<file path="config.mk">
export PLATFORM = sky130hd
export DESIGN_NAME = gregorian_date_arithmetic
export DESIGN_NICKNAME = d
export VERILOG_FILES = /design/src/sv/gda_pkg.sv /design/src/sv/gda_pipe_ctrl.sv /design/src/sv/gda_day_number.sv /design/src/sv/gda_civil_date.sv /design/src/sv/gregorian_date_arithmetic.sv
export SDC_FILE = /design/constraint.sdc
export NUM_CORES = 2
export LEC_CHECK = 0
export BUFFER_PORTS_ARGS = -buffer_cell sky130_fd_sc_hd__buf_2
export CAP_MARGIN = 20
export CORE_MARGIN = 4
export CORE_UTILIZATION = 40
export CTS_CLUSTER_DIAMETER = 30
export DETAILED_ROUTE_END_ITERATION = 8
export PLACE_DENSITY_LB_ADDON = 0.25
export SETUP_SLACK_MARGIN = 0.02
export SLEW_MARGIN = 20
export SYNTH_ARGS = -nofsm -noshare
export SYNTH_HDL_FRONTEND = slang
export SYNTH_HIERARCHICAL = 1
export SYNTH_SLANG_ARGS = --single-unit
</file>
<file path="constraint.sdc">
create_clock -name i_clk -period 21.5 [get_ports i_clk]
set_clock_uncertainty 0.05 [all_clocks]
set_input_delay 1.075 -clock i_clk [delete_from_list [all_inputs] [get_ports i_clk]]
set_output_delay 1.075 -clock i_clk [all_outputs]
set_load 0.005 [all_outputs]
</file>
<file path="src/sv/gda_pkg.sv">
// gda_pkg: shared types, constants and calendar tables for the gregorian date unit
// no dependencies; used by every module of the block
package gda_pkg;

    // pipeline layout: three stages per day-number converter, one join stage,
    // seven stages back to a civil date, one output register
    localparam int NUM_STAGES = 12;
    localparam int DN_STAGES  = 3;
    localparam int JOIN_STAGE = 3;
    localparam int CIV_STAGES = 7;
    localparam int OUT_STAGE  = 11;

    // item command codes
    typedef enum logic {
        CMD_SHIFT = 1'b0,
        CMD_DIFF  = 1'b1
    } t_command;

    // field and internal widths
    localparam int YEAR_W   = 14;
    localparam int MONTH_W  = 4;
    localparam int DAY_W    = 5;
    localparam int OFFSET_W = 23;
    localparam int DAYNUM_W = 23;
    localparam int Z_W      = 24;
    localparam int DOE_W    = 18;
    localparam int ERA_W    = 7;
    localparam int YOE_W    = 9;
    localparam int DOY_W    = 9;

    // calendar constants
    localparam int unsigned   DAYS_PER_ERA = 146097;
    localparam logic [17:0]   CENTURY_DAYS = 18'd36524;
    localparam logic [14:0]   YEAR_BIAS    = 15'd400;
    localparam logic [Z_W-1:0] SHIFT_BASE  = Z_W'(30 * 146097);
    localparam logic signed [16:0] YEAR_REBASE = 17'sd12400;
    localparam logic [3:0]    MP_JANUARY   = 4'd10;

    // exact reciprocals: k = ceil(2^sh / d), sh = input bits + ceil(log2 d)
    localparam int DIV100_SH  = 22;
    localparam logic [15:0] DIV100_K =
        16'(((64'd1 << DIV100_SH) + 64'd99) / 64'd100);
    localparam int ERA_SH     = 42;
    localparam logic [24:0] ERA_K =
        25'(((64'd1 << ERA_SH) + 64'd146096) / 64'd146097);
    localparam int DIV1460_SH = 29;
    localparam logic [18:0] DIV1460_K =
        19'(((64'd1 << DIV1460_SH) + 64'd1459) / 64'd1460);
    localparam int DIV365_SH  = 27;
    localparam logic [18:0] DIV365_K =
        19'(((64'd1 << DIV365_SH) + 64'd364) / 64'd365);

    // month index counted from march, month field saturated to 1..12
    function automatic logic [3:0] march_month(input logic [3:0] month);
        logic [3:0] mp;
        unique case (month)
            4'd0, 4'd1:          mp = 4'd10;
            4'd2:                mp = 4'd11;
            4'd3:                mp = 4'd0;
            4'd4:                mp = 4'd1;
            4'd5:                mp = 4'd2;
            4'd6:                mp = 4'd3;
            4'd7:                mp = 4'd4;
            4'd8:                mp = 4'd5;
            4'd9:                mp = 4'd6;
            4'd10:               mp = 4'd7;
            4'd11:               mp = 4'd8;
            4'd12, 4'd13, 4'd14, 4'd15: mp = 4'd9;
        endcase
        return mp;
    endfunction

    // first day of a march-based month within its year
    function automatic logic [8:0] month_start(input logic [3:0] mp);
        logic [8:0] ms;
        unique case (mp)
            4'd0:    ms = 9'd0;
            4'd1:    ms = 9'd31;
            4'd2:    ms = 9'd61;
            4'd3:    ms = 9'd92;
            4'd4:    ms = 9'd122;
            4'd5:    ms = 9'd153;
            4'd6:    ms = 9'd184;
            4'd7:    ms = 9'd214;
            4'd8:    ms = 9'd245;
            4'd9:    ms = 9'd275;
            4'd10:   ms = 9'd306;
            4'd11:   ms = 9'd337;
            default: ms = 9'd0;
        endcase
        return ms;
    endfunction

endpackage

</file>
<file path="src/sv/gda_pipe_ctrl.sv">
// gda_pipe_ctrl: valid bits and per-stage load enables of the date pipeline
// depends on gda_pkg
module gda_pipe_ctrl (
    input  logic                          i_clk,
    input  logic                          i_rst_n,
    input  logic                          i_in_valid,
    output logic                          o_in_ready,
    output logic                          o_out_valid,
    input  logic                          i_out_ready,
    output logic [gda_pkg::NUM_STAGES-1:0] o_load
);

    localparam logic [gda_pkg::NUM_STAGES-1:0] ALL_ONES = '1;

    logic [gda_pkg::NUM_STAGES-1:0] r_valid;
    logic [gda_pkg::NUM_STAGES-1:0] n_valid;

    // a stage may load when it or any stage after it is empty, or the sink takes
    always_comb begin
        for (int k = 0; k < gda_pkg::NUM_STAGES; k++) begin
            o_load[k] = i_out_ready || ((r_valid | ~(ALL_ONES << k)) != ALL_ONES);
        end
    end

    // valid bits move with the data
    always_comb begin
        n_valid[0] = o_load[0] ? i_in_valid : r_valid[0];
        for (int k = 1; k < gda_pkg::NUM_STAGES; k++) begin
            n_valid[k] = o_load[k] ? r_valid[k-1] : r_valid[k];
        end
    end

    always_ff @(posedge i_clk) begin
        if (!i_rst_n) begin
            r_valid <= '0;
        end else begin
            r_valid <= n_valid;
        end
    end

    assign o_in_ready  = o_load[0];
    assign o_out_valid = r_valid[gda_pkg::NUM_STAGES-1];

endmodule

</file>
<file path="src/sv/gda_day_number.sv">
// gda_day_number: three-stage conversion of a date to a linear day number
// depends on gda_pkg
module gda_day_number (
    input  logic                          i_clk,
    input  logic [gda_pkg::DN_STAGES-1:0] i_load,
    input  logic [gda_pkg::YEAR_W-1:0]    i_year,
    input  logic [gda_pkg::MONTH_W-1:0]   i_month,
    input  logic [gda_pkg::DAY_W-1:0]     i_day,
    output logic [gda_pkg::DAYNUM_W-1:0]  o_day_number
);

    logic [3:0]          w_mp;
    logic                w_jan_feb;
    logic [14:0]         n_y;
    logic signed [9:0]   n_doy;
    logic [14:0]         r_y;
    logic signed [9:0]   r_doy;

    logic [30:0]         w_prod100;
    logic [22:0]         n_y365;
    logic [22:0]         r_y365;
    logic [12:0]         r_q4;
    logic [7:0]          r_q100;
    logic signed [9:0]   r1_doy;

    logic signed [23:0]  n_dn;
    logic [22:0]         r_dn;

    // stage 0: year shifted so march starts the year, day within that year
    assign w_mp      = gda_pkg::march_month(i_month);
    assign w_jan_feb = (w_mp >= gda_pkg::MP_JANUARY);
    assign n_y       = {1'b0, i_year} + gda_pkg::YEAR_BIAS - {14'b0, w_jan_feb};
    assign n_doy     = $signed({1'b0, gda_pkg::month_start(w_mp)})
                     + $signed({5'b0, i_day}) - 10'sd1;

    always_ff @(posedge i_clk) begin
        if (i_load[0]) begin
            r_y   <= n_y;
            r_doy <= n_doy;
        end
    end

    // stage 1: days in whole years and century count by reciprocal multiply
    assign w_prod100 = 31'(r_y) * 31'(gda_pkg::DIV100_K);
    assign n_y365    = 23'({8'b0, r_y} * 23'd365);

    always_ff @(posedge i_clk) begin
        if (i_load[1]) begin
            r_y365 <= n_y365;
            r_q4   <= r_y[14:2];
            r_q100 <= w_prod100[gda_pkg::DIV100_SH +: 8];
            r1_doy <= r_doy;
        end
    end

    // stage 2: leap-day corrections and sum
    assign n_dn = $signed({1'b0, r_y365}) + $signed({11'b0, r_q4})
                - $signed({16'b0, r_q100}) + $signed({18'b0, r_q100[7:2]})
                + 24'(r1_doy);

    always_ff @(posedge i_clk) begin
        if (i_load[2]) begin
            r_dn <= n_dn[22:0];
        end
    end

    assign o_day_number = r_dn;

endmodule

</file>
<file path="src/sv/gda_civil_date.sv">
// gda_civil_date: seven-stage conversion of a biased day number back to a date
// depends on gda_pkg
module gda_civil_date (
    input  logic                           i_clk,
    input  logic [gda_pkg::CIV_STAGES-1:0] i_load,
    input  logic [gda_pkg::Z_W-1:0]        i_z,
    output logic [gda_pkg::YEAR_W-1:0]     o_year,
    output logic [gda_pkg::MONTH_W-1:0]    o_month,
    output logic [gda_pkg::DAY_W-1:0]      o_day,
    output logic                           o_out_of_range
);

    localparam int EW = gda_pkg::ERA_W;

    // stage registers
    logic [gda_pkg::Z_W-1:0]   r4_z;
    logic [EW-1:0]             r4_era, r5_era, r6_era, r7_era, r8_era, r9_era, r10_era;
    logic [gda_pkg::DOE_W-1:0] r5_doe, r6_doe, r7_doe, r8_doe;
    logic [6:0]                r6_q1460;
    logic [2:0]                r6_qcent;
    logic                      r6_last;
    logic [17:0]               r7_t;
    logic [gda_pkg::YOE_W-1:0] r8_yoe, r9_yoe, r10_yoe;
    logic [gda_pkg::DOY_W-1:0] r9_doy, r10_doy;
    logic [3:0]                r10_mp;

    // next values and products
    logic [48:0]               w_era_prod;
    logic [23:0]               w_era_days;
    logic [gda_pkg::DOE_W-1:0] n5_doe;
    logic [36:0]               w_p1460;
    logic [2:0]                n6_qcent;
    logic [17:0]               n7_t;
    logic [36:0]               w_p365;
    logic [1:0]                w_cent;
    logic [17:0]               w_year_days;
    logic [gda_pkg::DOY_W-1:0] n9_doy;
    logic [3:0]                n10_mp;

    // stage 4: 400-year era of the day number
    assign w_era_prod = 49'(i_z) * 49'(gda_pkg::ERA_K);

    always_ff @(posedge i_clk) begin
        if (i_load[0]) begin
            r4_z   <= i_z;
            r4_era <= w_era_prod[gda_pkg::ERA_SH +: EW];
        end
    end

    // stage 5: day within the era
    assign w_era_days = 24'({17'b0, r4_era} * 24'(gda_pkg::DAYS_PER_ERA));
    assign n5_doe     = 18'(r4_z - w_era_days);

    always_ff @(posedge i_clk) begin
        if (i_load[1]) begin
            r5_doe <= n5_doe;
            r5_era <= r4_era;
        end
    end

    // stage 6: four-year, century and era-end corrections
    assign w_p1460  = 37'(r5_doe) * 37'(gda_pkg::DIV1460_K);
    assign n6_qcent = 3'(r5_doe >= gda_pkg::CENTURY_DAYS)
                    + 3'(r5_doe >= 18'(2 * gda_pkg::CENTURY_DAYS))
                    + 3'(r5_doe >= 18'(3 * gda_pkg::CENTURY_DAYS))
                    + 3'(r5_doe >= 18'(4 * gda_pkg::CENTURY_DAYS));

    always_ff @(posedge i_clk) begin
        if (i_load[2]) begin
            r6_q1460 <= w_p1460[gda_pkg::DIV1460_SH +: 7];
            r6_qcent <= n6_qcent;
            r6_last  <= (r5_doe == 18'(4 * gda_pkg::CENTURY_DAYS));
            r6_doe   <= r5_doe;
            r6_era   <= r5_era;
        end
    end

    // stage 7: day count with leap days removed
    assign n7_t = r6_doe - 18'(r6_q1460) + 18'(r6_qcent) - 18'(r6_last);

    always_ff @(posedge i_clk) begin
        if (i_load[3]) begin
            r7_t   <= n7_t;
            r7_doe <= r6_doe;
            r7_era <= r6_era;
        end
    end

    // stage 8: year of the era
    assign w_p365 = 37'(r7_t) * 37'(gda_pkg::DIV365_K);

    always_ff @(posedge i_clk) begin
        if (i_load[4]) begin
            r8_yoe <= w_p365[gda_pkg::DIV365_SH +: gda_pkg::YOE_W];
            r8_doe <= r7_doe;
            r8_era <= r7_era;
        end
    end

    // stage 9: day within the march-based year
    assign w_cent      = 2'(r8_yoe >= 9'd100) + 2'(r8_yoe >= 9'd200)
                       + 2'(r8_yoe >= 9'd300);
    assign w_year_days = 18'({9'b0, r8_yoe} * 18'd365) + 18'(r8_yoe[8:2])
                       - 18'(w_cent);
    assign n9_doy      = 9'(r8_doe - w_year_days);

    always_ff @(posedge i_clk) begin
        if (i_load[5]) begin
            r9_doy <= n9_doy;
            r9_yoe <= r8_yoe;
            r9_era <= r8_era;
        end
    end

    // stage 10: month by comparing against month starts
    always_comb begin
        n10_mp = 4'd0;
        for (int i = 1; i < 12; i++) begin
            if (r9_doy >= gda_pkg::month_start(4'(i))) begin
                n10_mp = n10_mp + 4'd1;
            end
        end
    end

    always_ff @(posedge i_clk) begin
        if (i_load[6]) begin
            r10_mp  <= n10_mp;
            r10_doy <= r9_doy;
            r10_yoe <= r9_yoe;
            r10_era <= r9_era;
        end
    end

    // final date fields, registered by the output stage
    logic                w_jan_feb;
    logic [16:0]         w_year_u;
    logic signed [16:0]  w_year;
    logic [8:0]          w_day_full;

    assign w_jan_feb  = (r10_mp >= gda_pkg::MP_JANUARY);
    assign w_day_full = r10_doy - gda_pkg::month_start(r10_mp) + 9'd1;
    assign w_year_u   = 17'({10'b0, r10_era} * 17'd400) + 17'(r10_yoe)
                      + 17'(w_jan_feb);
    assign w_year     = $signed(w_year_u) - gda_pkg::YEAR_REBASE;

    assign o_day          = w_day_full[4:0];
    assign o_month        = w_jan_feb ? (r10_mp - 4'd9) : (r10_mp + 4'd3);
    assign o_year         = w_year[13:0];
    assign o_out_of_range = (w_year < 17'sd1) || (w_year > 17'sd9999);

endmodule

</file>
<file path="src/sv/gregorian_date_arithmetic.sv">
// Proleptic Gregorian date unit. Each transfer in gives one transfer out, in order;
// one item is taken every cycle while the sink takes or any stage is empty. The
// depth follows the constant-divisor multiplies: three stages turn each date into a day
// number, one stage joins offset or difference, seven stages convert back to a
// date, and a final register holds the result. Empty stages close up under a
// stall, so input keeps flowing while a result waits as long as any stage is free.
// Command shift adds a signed offset to date A; command diff gives A minus B with
// ordering flags. Months saturate to 1..12 and out-of-month days count linearly.
// gregorian_date_arithmetic: top level, depends on gda_pkg, gda_pipe_ctrl,
// gda_day_number and gda_civil_date
module gregorian_date_arithmetic (
    input  logic                                i_clk,
    input  logic                                i_rst_n,
    // input channel
    input  logic                                i_in_valid,
    output logic                                o_in_ready,
    input  logic                                i_command,
    input  logic [gda_pkg::YEAR_W-1:0]          i_year_a,
    input  logic [gda_pkg::MONTH_W-1:0]         i_month_a,
    input  logic [gda_pkg::DAY_W-1:0]           i_day_a,
    input  logic signed [gda_pkg::OFFSET_W-1:0] i_offset,
    input  logic [gda_pkg::YEAR_W-1:0]          i_year_b,
    input  logic [gda_pkg::MONTH_W-1:0]         i_month_b,
    input  logic [gda_pkg::DAY_W-1:0]           i_day_b,
    // output channel
    output logic                                o_out_valid,
    input  logic                                i_out_ready,
    output logic [gda_pkg::YEAR_W-1:0]          o_result_year,
    output logic [gda_pkg::MONTH_W-1:0]         o_result_month,
    output logic [gda_pkg::DAY_W-1:0]           o_result_day,
    output logic signed [gda_pkg::DAYNUM_W-1:0] o_day_difference,
    output logic                                o_a_before_b,
    output logic                                o_a_equals_b,
    output logic                                o_out_of_range
);

    localparam int JS = gda_pkg::JOIN_STAGE;
    localparam int OS = gda_pkg::OUT_STAGE;

    logic [gda_pkg::NUM_STAGES-1:0]  w_load;
    logic [gda_pkg::DAYNUM_W-1:0]    w_dn_a, w_dn_b;
    logic [gda_pkg::YEAR_W-1:0]      w_civ_year;
    logic [gda_pkg::MONTH_W-1:0]     w_civ_month;
    logic [gda_pkg::DAY_W-1:0]       w_civ_day;
    logic                            w_civ_oor;

    // handshake and stage enables
    gda_pipe_ctrl u_ctrl (
        .i_clk       (i_clk),
        .i_rst_n     (i_rst_n),
        .i_in_valid  (i_in_valid),
        .o_in_ready  (o_in_ready),
        .o_out_valid (o_out_valid),
        .i_out_ready (i_out_ready),
        .o_load      (w_load)
    );

    // day numbers of both dates
    gda_day_number u_dn_a (
        .i_clk        (i_clk),
        .i_load       (w_load[gda_pkg::DN_STAGES-1:0]),
        .i_year       (i_year_a),
        .i_month      (i_month_a),
        .i_day        (i_day_a),
        .o_day_number (w_dn_a)
    );

    gda_day_number u_dn_b (
        .i_clk        (i_clk),
        .i_load       (w_load[gda_pkg::DN_STAGES-1:0]),
        .i_year       (i_year_b),
        .i_month      (i_month_b),
        .i_day        (i_day_b),
        .o_day_number (w_dn_b)
    );

    // command and offset travel beside the converters
    gda_pkg::t_command                  r_cmd [0:OS-1];
    logic signed [gda_pkg::OFFSET_W-1:0] r_off [0:JS-1];

    always_ff @(posedge i_clk) begin
        if (w_load[0]) begin
            r_cmd[0] <= gda_pkg::t_command'(i_command);
            r_off[0] <= i_offset;
        end
        for (int k = 1; k < OS; k++) begin
            if (w_load[k]) begin
                r_cmd[k] <= r_cmd[k-1];
            end
        end
        for (int k = 1; k < JS; k++) begin
            if (w_load[k]) begin
                r_off[k] <= r_off[k-1];
            end
        end
    end

    // join stage: biased shifted day number, difference and ordering
    logic signed [24:0]          w_z_full;
    logic signed [23:0]          w_diff_full;
    logic [gda_pkg::Z_W-1:0]     r_z;
    logic [gda_pkg::DAYNUM_W-1:0] r_diff [JS:OS-1];
    logic                        r_lt   [JS:OS-1];
    logic                        r_eq   [JS:OS-1];

    assign w_z_full    = $signed({2'b0, w_dn_a}) + 25'(r_off[JS-1])
                       + $signed({1'b0, gda_pkg::SHIFT_BASE});
    assign w_diff_full = $signed({1'b0, w_dn_a}) - $signed({1'b0, w_dn_b});

    always_ff @(posedge i_clk) begin
        if (w_load[JS]) begin
            r_z        <= w_z_full[gda_pkg::Z_W-1:0];
            r_diff[JS] <= w_diff_full[gda_pkg::DAYNUM_W-1:0];
            r_lt[JS]   <= (w_dn_a < w_dn_b);
            r_eq[JS]   <= (w_dn_a == w_dn_b);
        end
        for (int k = JS + 1; k < OS; k++) begin
            if (w_load[k]) begin
                r_diff[k] <= r_diff[k-1];
                r_lt[k]   <= r_lt[k-1];
                r_eq[k]   <= r_eq[k-1];
            end
        end
    end

    // back to a calendar date
    gda_civil_date u_civil (
        .i_clk          (i_clk),
        .i_load         (w_load[OS-1:JS+1]),
        .i_z            (r_z),
        .o_year         (w_civ_year),
        .o_month        (w_civ_month),
        .o_day          (w_civ_day),
        .o_out_of_range (w_civ_oor)
    );

    // output stage: pick the fields of the command, zero the rest
    logic [gda_pkg::YEAR_W-1:0]   n_year, r_year;
    logic [gda_pkg::MONTH_W-1:0]  n_month, r_month;
    logic [gda_pkg::DAY_W-1:0]    n_day, r_day;
    logic [gda_pkg::DAYNUM_W-1:0] n_diff, r_diff_out;
    logic                         n_lt, n_eq, n_oor, r_lt_out, r_eq_out, r_oor;

    always_comb begin
        n_year  = '0;
        n_month = '0;
        n_day   = '0;
        n_diff  = '0;
        n_lt    = 1'b0;
        n_eq    = 1'b0;
        n_oor   = 1'b0;
        unique case (r_cmd[OS-1])
            gda_pkg::CMD_SHIFT: begin
                n_year  = w_civ_year;
                n_month = w_civ_month;
                n_day   = w_civ_day;
                n_oor   = w_civ_oor;
            end
            gda_pkg::CMD_DIFF: begin
                n_diff = r_diff[OS-1];
                n_lt   = r_lt[OS-1];
                n_eq   = r_eq[OS-1];
            end
        endcase
    end

    always_ff @(posedge i_clk) begin
        if (w_load[OS]) begin
            r_year     <= n_year;
            r_month    <= n_month;
            r_day      <= n_day;
            r_diff_out <= n_diff;
            r_lt_out   <= n_lt;
            r_eq_out   <= n_eq;
            r_oor      <= n_oor;
        end
    end

    assign o_result_year    = r_year;
    assign o_result_month   = r_month;
    assign o_result_day     = r_day;
    assign o_day_difference = $signed(r_diff_out);
    assign o_a_before_b     = r_lt_out;
    assign o_a_equals_b     = r_eq_out;
    assign o_out_of_range   = r_oor;

endmodule
</file>
Word-level counts from Yosys, hierarchy flattened
Memory sizes are Yosys's and may differ from the RTL's. A register that Yosys moved wholly into a read port is not among the register bits.
Cells that the tools add are included.
Cells by class
  add/sub/neg operators: 48
  $mul: 10
  order comparisons: 24
  equality and inequality tests: 13
  muxes and demuxes: 35
  bitwise gates (word level): 1
  reduce and logical (&&, ||, !) cells: 16
Operators by type and width (number)
  multiplier 18 x 16 -> 33 bit, second input constant: 2
  multiplier 15 x 13 -> 27 bit, second input constant: 2
  multiplier 24 x 24 -> 48 bit, second input constant: 1
  two-way mux 4 bit: 12
  adder 23 x 10 -> 23 bit: 2
  adder 23 x 13 -> 23 bit: 2
  adder 23 x 7 -> 23 bit: 2
  multiplier 15 x 9 -> 23 bit, second input constant: 2
  subtractor 23 x 9 -> 23 bit: 2
  >= comparator 9 x 8 -> 1 bit, second input constant: 5
  adder 4 x 1 -> 4 bit, second input constant: 9
  >= comparator 18 x 17 -> 1 bit, second input constant: 2
  >= comparator 9 bit, second input constant: 4
  adder 14 x 9 -> 15 bit, second input constant: 2
  subtractor 15 x 1 -> 15 bit: 2
  >= comparator 9 x 7 -> 1 bit, second input constant: 3
  adder 24 x 23 -> 24 bit: 1
  adder 24 bit, second input constant: 1
  equality test 23 bit: 1
  less-than comparator 23 bit: 1
  two-way mux 1 bit: 23
  subtractor 23 bit: 1
  adder 9 x 5 -> 10 bit: 2
  subtractor 10 x 2 -> 10 bit, second input constant: 2
  other kinds (43): 61
Word-level totals
  bits in registers: 459
  bits in writable memories: 280
  ROM bits: 560
  input port bits: 74
  output and inout port bits: 51
  memories: 10
Memory list
  r_diff: depth 8, width 23, read ports 8, clocked after Yosys merged registers in 1, write ports 8, line gregorian_date_arithmetic.sv:102  | logic [gda_pkg::DAYNUM_W-1:0] r_diff [JS:OS-1];
  (name not given): depth 16, width 9, read ports 1, clocked after Yosys merged registers in 1, write ports 0, line gda_pkg.sv:76  | unique case (mp)
  (name not given): depth 16, width 9, read ports 1, clocked after Yosys merged registers in 0, write ports 0, line gda_pkg.sv:76
  (name not given): depth 16, width 9, read ports 1, clocked after Yosys merged registers in 0, write ports 0, line gda_pkg.sv:76
  r_off: depth 3, width 23, read ports 3, clocked after Yosys merged registers in 0, write ports 3, line gregorian_date_arithmetic.sv:79  | logic signed [gda_pkg::OFFSET_W-1:0] r_off [0:JS-1];
  (name not given): depth 16, width 4, read ports 1, clocked after Yosys merged registers in 0, write ports 0, line gda_pkg.sv:56  | unique case (month)
  4 more memories

Depth between registers and ports, before layout
  word-level depth: 23
  gate-level depth with buffers: 39

Cells and area by module
The synthesis kept the hierarchy.
Modules (own cells, without submodules)
  gda_civil_date: times used 1, cells an instance 2935, area an instance 32566.2 um^2
  gregorian_date_arithmetic: times used 1, cells an instance 833, area an instance 13937.1 um^2
  gda_day_number (u_dn_b): times used 1, cells an instance 1202, area an instance 12549.5 um^2
  gda_day_number (u_dn_a): times used 1, cells an instance 1187, area an instance 12404.4 um^2
  gda_pipe_ctrl: times used 1, cells an instance 60, area an instance 518.0 um^2

Worst setup path before layout
OpenSTA, ideal clock, no wires.
  kind: register to register
  start: register u_civil/r9_doy[3] (netlist bit)
  end: register (tool-made name)
  setup time: 0.062 ns
  data arrival time: 7.512 ns
  path slack: 13.876 ns
  stages on the path, launching flop included: 39
  cell sequence: edfxtp_1 -> clkbuf_1 -> and3_1 -> nand3_1 -> and3_1 -> ha_1 -> clkbuf_1 -> xor2_1 -> ha_1 -> o21ai_0 -> o31ai_1 -> a31oi_1 -> inv_1 -> ha_1 -> nor2_1 -> a21oi_1 -> ha_1 -> a21boi_0 -> [... 3 more ...] -> inv_1 -> nand2_1 -> ha_1 -> nor2_1 -> a31oi_1 -> ha_1 -> a222oi_1 -> nand2_1 -> ha_1 -> mux2_2 -> ha_1 -> mux2_2 -> mux2i_1 -> inv_1 -> ha_1 -> or3_1 -> o41a_1 -> nand3_1
RTL lines
  start: declaration: line gda_civil_date.sv:24  | logic [gda_pkg::DOY_W-1:0] r9_doy, r10_doy;
  start signal: assignment: line gda_civil_date.sv:109  | r9_doy <= n9_doy;

==> reports/qor.csv <==
stage,metric,value,unit
outcome,outcome,"complete, no violations",
floorplanning,Die Area,186800,um^2
grt,number of global-route vias before repair,45900,
placed_design,dpl ws,13260,ps
routing,WL final,143100,um
critical_path,Worst EP required,22170,ps
routing,Avg Vias per Cell,4.754,
finish,layout cells sized above 1,0.07625,
floorplanning,Initial Util,0.4030,
critical_path,crit-path max FO,13,
floorplanning,die width,432.2,um
floorplanning,IO Pins,125,
sta,period utilization,0.3842,
sta,Hold Worst Slack,318.9,ps
synthesis,"Seq/Total Area, Yosys",0.3185,
placed_design,placer congestion estimate,0.8607,
floorplanning,Die Ht,432.2,um
critical_path,critical path class,reg -> reg,
synthesis,register bit total from synthesis,769,
sta,Tmin final,8259,ps
cts,Clock Tree Buf Depth,3,
critical_path,"Buf+Inv Stages, Crit Path",4,
synthesis,number of flops mapped to enable cells by yosys,752,
finish,Final nets,8608,
finish,fin util,0.4554,
grt,gr usage total,0.1598,
routing,DRC Markers,0,
synthesis,synthesized cell area,71980,um^2
routing,drt wl/cell,15.92,um
cts,setup bufs post-CTS,0,
sta,Final WS setup,13240,ps
synthesis,Syn Area/Cell,11.58,um^2
grt,global-route wire length before repair,238500,um
critical_path,Critical path origin,u_civil/r9_doy[3],
grt,initial antenna violation count,6,
grt,largest net degree at the start of global routing,80,
cts,PostCTS Resize Cnt,0,
cts,CTS buffer count,169,
synthesis,Netlist cell types,106,
worst_hold_path,Hold WC Path Type,reg -> reg,
finish,area of the multi-input gates,42840,um^2
synthesis,Synth Warn #,6,
job,max_cap viols,0,
sta,final setup fails,0,
critical_path,Crit. End Element,register,
routing,DRT iter0 DRCs,1745,
sta,actual slew at the worst max-slew pin,1010,ps
cts,CTS tree,yes,
routing,DR vias,42750,
sta,final setup TNS,0,ps
critical_path,CP Data Arrival Time,8930,ps
routing,ANT nets after route,0,
cts,clk sinks,769,
synthesis,Mapped Nets,8333,
synthesis,asr flop ratio synth,0,
finish,sequential cell area,22920,um^2
placed_design,Port Buffer Count,124,
cts,"Clk Latency, worst-skew pair",790,ps
finish,Filler Cell Count,16450,
cts,root buffer cell,clkbuf_16,
grt,grt ovf,0,
critical_path,Crit path largest cell delay,560,ps
critical_path,Setup crit start kind,register,
cts,Post-CTS Hold Buffers,0,
placed_design,HPWL after DPL,118200,um
worst_hold_path,hold wc startpoint,r_off[0][18],
floorplanning,row count,155,
sta,RSZ-0062 raised after global routing,no,
critical_path,FF-to-FF Start,u_civil/r9_doy[3],
synthesis,main flop type after synthesis,edfxtp_1,
floorplanning,core area,178600,um^2
sta,Max Freq,121.1,MHz
finish,Layout area overhead,13.00,%
critical_path,slowest cell on the critical path,edfxtp_1,
sta,"Slew Viols, Final",0,
critical_path,cell family with most CP delay,adder cells,
synthesis,Cells after Synth,6217,
sta,final hold violations,0,
critical_path,Crit path top cell by count,ha_1,
sta,Worst slew margin,0.3268,
cts,Worst-path clk slew,50,ps
routing,drt first pass iters,7,
cts,number of H-tree levels,4,
## path summary, 6_finish.rpt
kind / end / cells past startpoint / slack (ps)
worst max register to register: register / 36 / 13240
worst min register to register: r_off[0][41] / 0 / 320
worst max-delay path: register / 36 / 13240
worst min-delay path: r_off[0][41] / 0 / 320
## metrics by stage
| step | instance area, um^2 | std cells |
|---|---|---|
| 2_1_floorplan | 71980 | 6217 |
| 3_3_place_gp | 75550 | 8676 |
| 3_5_place_dp | 75550 | 8676 |
| 4_1_cts | 81330 | 8991 |
| 5_1_grt | 81330 | 8991 |
| 6_report | 81340 | 8992 |
## metal layers
layer  vias up  routed length (um)  global-route usage
met5         -                   0                   0
met2       628               71930              0.2802
met1     20860               63170              0.2051
met3       209                4518             0.02335
met4         0                3519             0.04616
li1      21060                   -                   -
## logic make-up after synthesis
group	Yosys count	share of synthesized area
AO/OA/AOI/OAI	731	0.06808
AND/OR/NAND/NOR	696	0.04939
buffers and inverters	1659	0.08683
multiplexers	29	0.004311
XOR/XNOR	291	0.03638
adder cells (fa/ha/maj)	2042	0.4365
flip-flops	769	0.3185
## Yosys cell counts (6+ instances only)
cell type	number	area, um^2
inv_1	1619	6077
ha_1	1260	15770
fa_1	782	15660
edfxtp_1	752	22580
a21oi_1	218	1091
xnor2_1	205	1795
nand2_1	157	589.3
nor2_1	155	581.8
o21ai_0	127	635.6
a21o_1	90	675.7
xor2_1	81	709.4
nor2b_1	68	425.4
nand3_1	62	310.3
nor3_1	46	230.2
and2_1	38	237.7
nand4_1	37	231.5
o21a_1	36	270.3
clkbuf_1	33	123.9
nand2b_1	29	181.4
a211oi_1	28	210.2
a31oi_1	27	168.9
and3_1	22	137.6
o21bai_1	21	157.7
dfxtp_1	17	340.3
o211ai_1	16	120.1
or3_1	15	93.84
mux2_2	14	157.7
o21ai_1	14	70.07
or2_2	14	87.58
a21boi_0	13	97.59
mux2i_1	13	130.1
nand3b_1	11	82.58
o31a_1	11	96.34
o31ai_1	11	82.58
a211o_1	10	87.58
a2111oi_0	8	70.07
or4_1	8	60.06
a311oi_1	7	61.31
a221oi_1	6	52.55
a41o_1	6	60.06
and4_1	6	52.55
o311ai_1	6	52.55
## flip-flops by register name (all words and copies together) (netlist names), 12 cells and up, named ones only
signal,flops
u_civil/r4_z,18
u_dn_b/r_q4,13
r_z,24
o_day_difference,23
u_dn_a/o_day_number,23
r_diff,184
o_result_year,14
u_dn_a/r_y365,23
u_civil/r5_doe,18
u_civil/r7_t,18
u_dn_b/r_y365,23
u_dn_b/o_day_number,23
u_ctrl/r_valid,12
r_off,69
u_dn_b/r_y,15
u_dn_a/r_y,15
u_civil/r6_doe,18
u_dn_a/r_q4,13
## cells in the final DEF, fill, tap and decap left out, types with 36 or more instances in the layout
cell and count:
a21o_1 90, a21oi_1 218, and2_1 38, buf_2 124
clkbuf_16 170, edfxtp_1 752, fa_1 782, ha_1 1260
inv_1 1618, nand2_1 153, nand3_1 59, nand4_1 37
nor2_1 155, nor2b_1 68, nor3_1 46, o21a_1 36
o21ai_0 127, xnor2_1 205, xor2_1 81
## area by class of cell
cell class,count,area share
diodes,1,0.00003077
clock buffers,186,0.05316
clock inverters,129,0.01792
inverters,1622,0.07489
multi-input cells,3789,0.5268
flip-flops and latches,769,0.2818
well taps,2355,0.03623
repair buffers,141,0.009199
Power is not shown: default switching activity piles up to over one toggle a cycle in this logic, so the estimate is an artifact.
